**config.mk**
```make
export PLATFORM = sky130hd
export DESIGN_NAME = qte_sqrt_cell
export DESIGN_NICKNAME = d
export VERILOG_FILES = /design/src/rtl/qte_pkg.sv /design/src/rtl/qte_sqrt_cell.sv
export SDC_FILE = /design/constraint.sdc
export NUM_CORES = 1
export LEC_CHECK = 0
export ABC_AREA = 1
export BUFFER_PORTS_ARGS = -buffer_cell sky130_fd_sc_hd__buf_2
export CAP_MARGIN = 25
export CORE_MARGIN = 10
export CORE_UTILIZATION = 56
export DETAILED_ROUTE_END_ITERATION = 12
export GPL_ROUTABILITY_DRIVEN = 0
export PLACE_DENSITY = 0.79
export SLEW_MARGIN = 20
export SYNTH_ARGS = -nofsm -noshare
export SYNTH_HDL_FRONTEND = slang
export SYNTH_SLANG_ARGS = --single-unit
```
**constraint.sdc**
```tcl
create_clock -name clock -period 3.43 [get_ports clock]
set_clock_uncertainty 0.1 [all_clocks]
set_input_delay 0.5145 -clock clock [delete_from_list [all_inputs] [get_ports clock]]
set_output_delay 0.5145 -clock clock [all_outputs]
set_load 0.01 [all_outputs]
```
**src/rtl/qte_pkg.sv**
```systemverilog
// ----------------------------------------------------------------------------
// qte_pkg: shared constants and types for quaternion to Euler angles
// Arctangent table (2^32 = full turn), widths, and the CORDIC cell types.
// ----------------------------------------------------------------------------
package qte_pkg;

   localparam int QuatWidth     = 16;
   localparam int AngleWidth    = 16;
   localparam int AtanTableLen  = 24;
   localparam int CordicStages  = 16;
   // Vector width: products reach about 2^32 in magnitude with the Q28 one,
   // and CORDIC gain (~1.65) adds a bit; 36 bits signed is ample.
   localparam int VecWidth      = 36;
   localparam int AccWidth      = 32;
   // sqrt operand is below 2^57, root below 2^29
   localparam int SqWidth       = 58;
   localparam int RootWidth     = 29;

   localparam logic [AccWidth-1:0] QuarterTurn = 32'h4000_0000;

   typedef logic signed [VecWidth-1:0] vec_type;

   // One CORDIC lane as it moves from cell to cell.
   typedef struct packed {
      vec_type               x;
      vec_type               y;
      logic [AccWidth-1:0]   acc;
      logic                  zero;   // both inputs zero: result is 0
   } lane_type;

   function automatic logic [AccWidth-1:0] atan_entry(input int idx);
      logic [AccWidth-1:0] r;
      r = '0;
      case (idx)
         0:  r = 32'h20000000;  1:  r = 32'h12E4051E;  2:  r = 32'h09FB385B;
         3:  r = 32'h051111D4;  4:  r = 32'h028B0D43;  5:  r = 32'h0145D7E1;
         6:  r = 32'h00A2F61E;  7:  r = 32'h00517C55;  8:  r = 32'h0028BE53;
         9:  r = 32'h00145F2F;  10: r = 32'h000A2F98;  11: r = 32'h000517CC;
         12: r = 32'h00028BE6;  13: r = 32'h000145F3;  14: r = 32'h0000A2FA;
         15: r = 32'h0000517D;  16: r = 32'h000028BE;  17: r = 32'h0000145F;
         18: r = 32'h00000A30;  19: r = 32'h00000518;  20: r = 32'h0000028C;
         21: r = 32'h00000146;  22: r = 32'h000000A3;  23: r = 32'h00000051;
         default: r = '0;
      endcase
      return r;
   endfunction

endpackage

```
**src/rtl/qte_sqrt_cell.sv**
```systemverilog
// ----------------------------------------------------------------------------
// qte_sqrt_cell: one step of a pipelined restoring square root
// Each cell settles one result bit (two operand bits) and registers.
// ----------------------------------------------------------------------------
module qte_sqrt_cell #(
   parameter int STEP = 0
) (
   input  logic                                clock,
   input  logic                                enable,
   input  logic [qte_pkg::SqWidth-1:0]         rem_in,
   input  logic [qte_pkg::SqWidth-1:0]         res_in,
   output logic [qte_pkg::SqWidth-1:0]         rem_out,
   output logic [qte_pkg::SqWidth-1:0]         res_out
);

   // bit = 4^(28-STEP)
   localparam int BitPos = 2 * (qte_pkg::RootWidth - 1 - STEP);
   localparam logic [qte_pkg::SqWidth-1:0] BitVal =
      qte_pkg::SqWidth'(1) << BitPos;

   logic [qte_pkg::SqWidth-1:0] rem_ff, res_ff, rem_c, res_c, trial;

   always_comb begin
      trial = res_in + BitVal;
      if (rem_in >= trial) begin
         rem_c = rem_in - trial;
         res_c = (res_in >> 1) + BitVal;
      end else begin
         rem_c = rem_in;
         res_c = res_in >> 1;
      end
   end

   always_ff @(posedge clock) begin
      if (enable) begin
         rem_ff <= rem_c;
         res_ff <= res_c;
      end
   end

   assign rem_out = rem_ff;
   assign res_out = res_ff;

endmodule

```
==> impl_metrics.py <==
metrics = {
    "yosys": {
        "synth_top_family_by_area": "simple AND/OR/NAND/NOR gates",
        "ys_top_cells_by_area": "edfxtp_1, nand2_1, inv_1",
        "muxShareOfSynthArea_pct": 0,
        "synthTopCellsByCount": "nand2_1, inv_1, edfxtp_1",
        "synth_edf_count": 116,
        "ys.warnings.count": 0,
        "synth_cell_types": 31,
        "syn_area_um2": 9953,
        "syn_area_per_cell_um2": 6.531,
        "synth_compound_area_share_pct": 3.985,
        "synthAdderAreaFrac_pct": 7.492,
        "yosys_most_used_dff": "edfxtp_1",
        "synth_nets": 1701,
        "yosysMostFrequentCell": "nand2_1",
        "synth_cells": 1524,
        "synth_xor_area_share_pct": 2.640,
        "ys_ff_latch": 116,
        "yosys.area_share.simple_pct": 35.44,
        "ys_seq_area_share_pct": 35.00,
        "synth_area_leader_cell": "edfxtp_1",
        "async_flop_share_pct": 0,
        "synth_top_area_share_pct": 35.00,
    },
    "detailed_routing": {
        "drc": 0,
        "ant_nets": 0,
        "via_per_inst": 5.186,
        "vias": 10380,
        "drtIter0Drc": 1159,
        "drt_wl_total_um": 31640,
        "first_pass_iters": 6,
        "wire_per_inst_um": 15.80,
    },
    "global_route": {
        "track_usage_pct": 26.15,
        "grt_start_max_net_pins": 90,
        "grt_pass1_wl_um": 50360,
        "antenna_found_initial": 1,
        "grt_pass1_vias": 10020,
        "overflow": 0,
    },
    "pwr": {
        "power_frac_comb_pct": 29.9,
        "power.switching_mw": 1.767,
        "power.density_nw_per_um2": 435.4,
        "power_leakage_nw": 6.968,
        "seqPwrFrac_pct": 34.8,
        "power_switching_share_pct": 33.91,
        "p_int_mw": 3.444,
        "clockPowerShare_pct": 35.3,
        "vdd_drop_max_uv": 353.5,
    },
    "floorplan": {
        "row_count": 48,
        "dieArea_um2": 23510,
        "initial_utilization_pct": 57.35,
        "coreArea_um2": 17360,
        "design.portCount": 234,
        "die_w_um": 153.3,
        "die_h_um": 153.3,
    },
    "timing": {
        "holdWs_ns": 0.1688,
        "worst_pin_slew_ns": 0.5957,
        "fin_crit_sh_pct": 80.45,
        "fin_crit_ns": 2.759,
        "hold_viol_final": 0,
        "relSlewSlack_pct": 59.98,
        "rsz0062_at_grt": "no",
        "max_freq_mhz": 362.4,
        "finalSetupViolCount": 0,
        "setup_tns_ns": 0,
        "maxSlewViolCount": 0,
    },
    "job": {
        "max_cap_violations": 0,
    },
    "place": {
        "port_buffers": 233,
        "post-dp-hpwl_um": 25340,
    },
    "critical_path": {
        "worstPathMaxFanout": 89,
        "cp_data_required_time_ns": 3.52,
        "cp-end-kind": "register",
        "critical_path_arrival_ns": 2.84,
        "max_stage_delay_ns": 0.42,
        "cp_cell_sequence": "buf_2, inv_1, ha_1, nand2_1, nor2_2, nand2_1, nor2_1, and3_1, nand2_2, nand3_2, buf_12, nand2_1, inv_1, nor2_1",
        "startpoint_type": "input pin",
        "crit_type": "in -> reg",
        "path_common_cell": "nand2_1",
        "crit_slowest_cell": "ha_1",
    },
    "clock_network": {
        "ctsResizeCount": 0,
        "post-cts-setup-buffer-count": 0,
        "numCtsBuffers": 17,
        "clock_sinks": 116,
        "cts_tree": "yes",
        "cts_buffer_depth": 2,
        "ctsHoldBuffers": 0,
        "path_clk_slew_ns": 0.06,
        "cts.htree.levels": 4,
        "cts-root-buf": "clkbuf_16",
    },
    "hold_path": {
        "hold_path_class": "in -> reg",
    },
    "run_status": {
        "status": "finished, final reports clean",
    },
    "final_layout": {
        "syn_to_final_growth_pct": 20.25,
        "drive_above_1_share_pct": 16.88,
        "n_antenna_cell": 0,
        "nets": 1941,
    },
}
## final cells by class
| type | instances | area (um2) |
|---|---|---|
| Sequential cell | 116 | 3483 |
| Inverter | 380 | 1426 |
| Timing Repair Buffer | 239 | 1239 |
| Clock buffer | 17 | 425.4 |
| Multi-Input combinational cell | 1010 | 4932 |
| Tap cell | 225 | 281.5 |
| Fill cell | 1534 | 5388 |
| Clock inverter | 15 | 181.4 |
## cells in the final DEF, fill, tap and decap left out, types with 4 or more instances in the layout
cell type / instances
a21oi_1: 41
buf_2: 232
buf_4: 5
clkbuf_16: 17
clkinv_4: 4
clkinvlp_4: 4
edfxtp_1: 116
ha_1: 58
inv_1: 374
inv_2: 6
nand2_1: 596
nand3_1: 63
nand3_2: 10
nand3b_1: 7
nand4_1: 41
nor2_1: 92
nor2_2: 5
nor3_1: 16
o21ai_0: 32
xor2_1: 27
## metrics by stage
step	total power, mW	area, um2	std cells	util, %	setup slack, ns
floorplan	2.812	9953	1524	-	0.8728
global placement	3.327	11360	1970	65.46	0.4434
detailed placement	3.360	11360	1970	65.46	0.3954
CTS	5.201	11970	2002	68.96	0.8215
global route	5.472	11970	2002	68.96	0.6049
finish	5.211	11970	2002	68.96	0.6706
## cell families (layout without fill, tap and decap cells)
kind of cell,count (synthesis),count (layout)
AND/OR/NAND/NOR,844,844
buffers and inverters,398,651
flip-flops,116,116
AO/OA/AOI/OAI,77,77
adder cells (fa/ha/maj),59,59
XOR/XNOR,30,30
## power groups by stage
stage | sequential (mW) | combinational (mW) | clock (mW)
after floorplan | 1.95 | 0.866 | 0
after global placement | 1.84 | 1.49 | 0
after detailed placement | 1.84 | 1.52 | 0
after CTS | 1.81 | 1.53 | 1.85
after global routing | 1.83 | 1.73 | 1.91
final | 1.81 | 1.56 | 1.84
## critical path, delay by kind of cell
kind | cells | cell delay [ns]
AND/OR/NAND/NOR | 9 | 1.32
buffers and inverters | 4 | 0.53
adder cells (fa/ha/maj) | 1 | 0.42
## layer usage
metal	up-vias	GRT usage [%]	routed length (um)	share of wire [%]
met4	2	9.401	936	3.0
met2	591	41.12	13840	44
met1	4576	32.88	12890	41
met3	78	8.474	3951	12
met5	-	0	20	0.063
li1	5135	-	-	-
## path summary, 6_finish.rpt
check / from / to / slack (ns) / cells after the start
setup / recovery: res_in[37] / res_out[56] / 0.67 / 14
hold / removal: res_in[4] / res_out[3] / 0.17 / 1
## registers in the layout (all words and copies together), names as in the netlist
signal / count
rem_out: 58
res_out: 58
(Power assumes the default switching activity.)
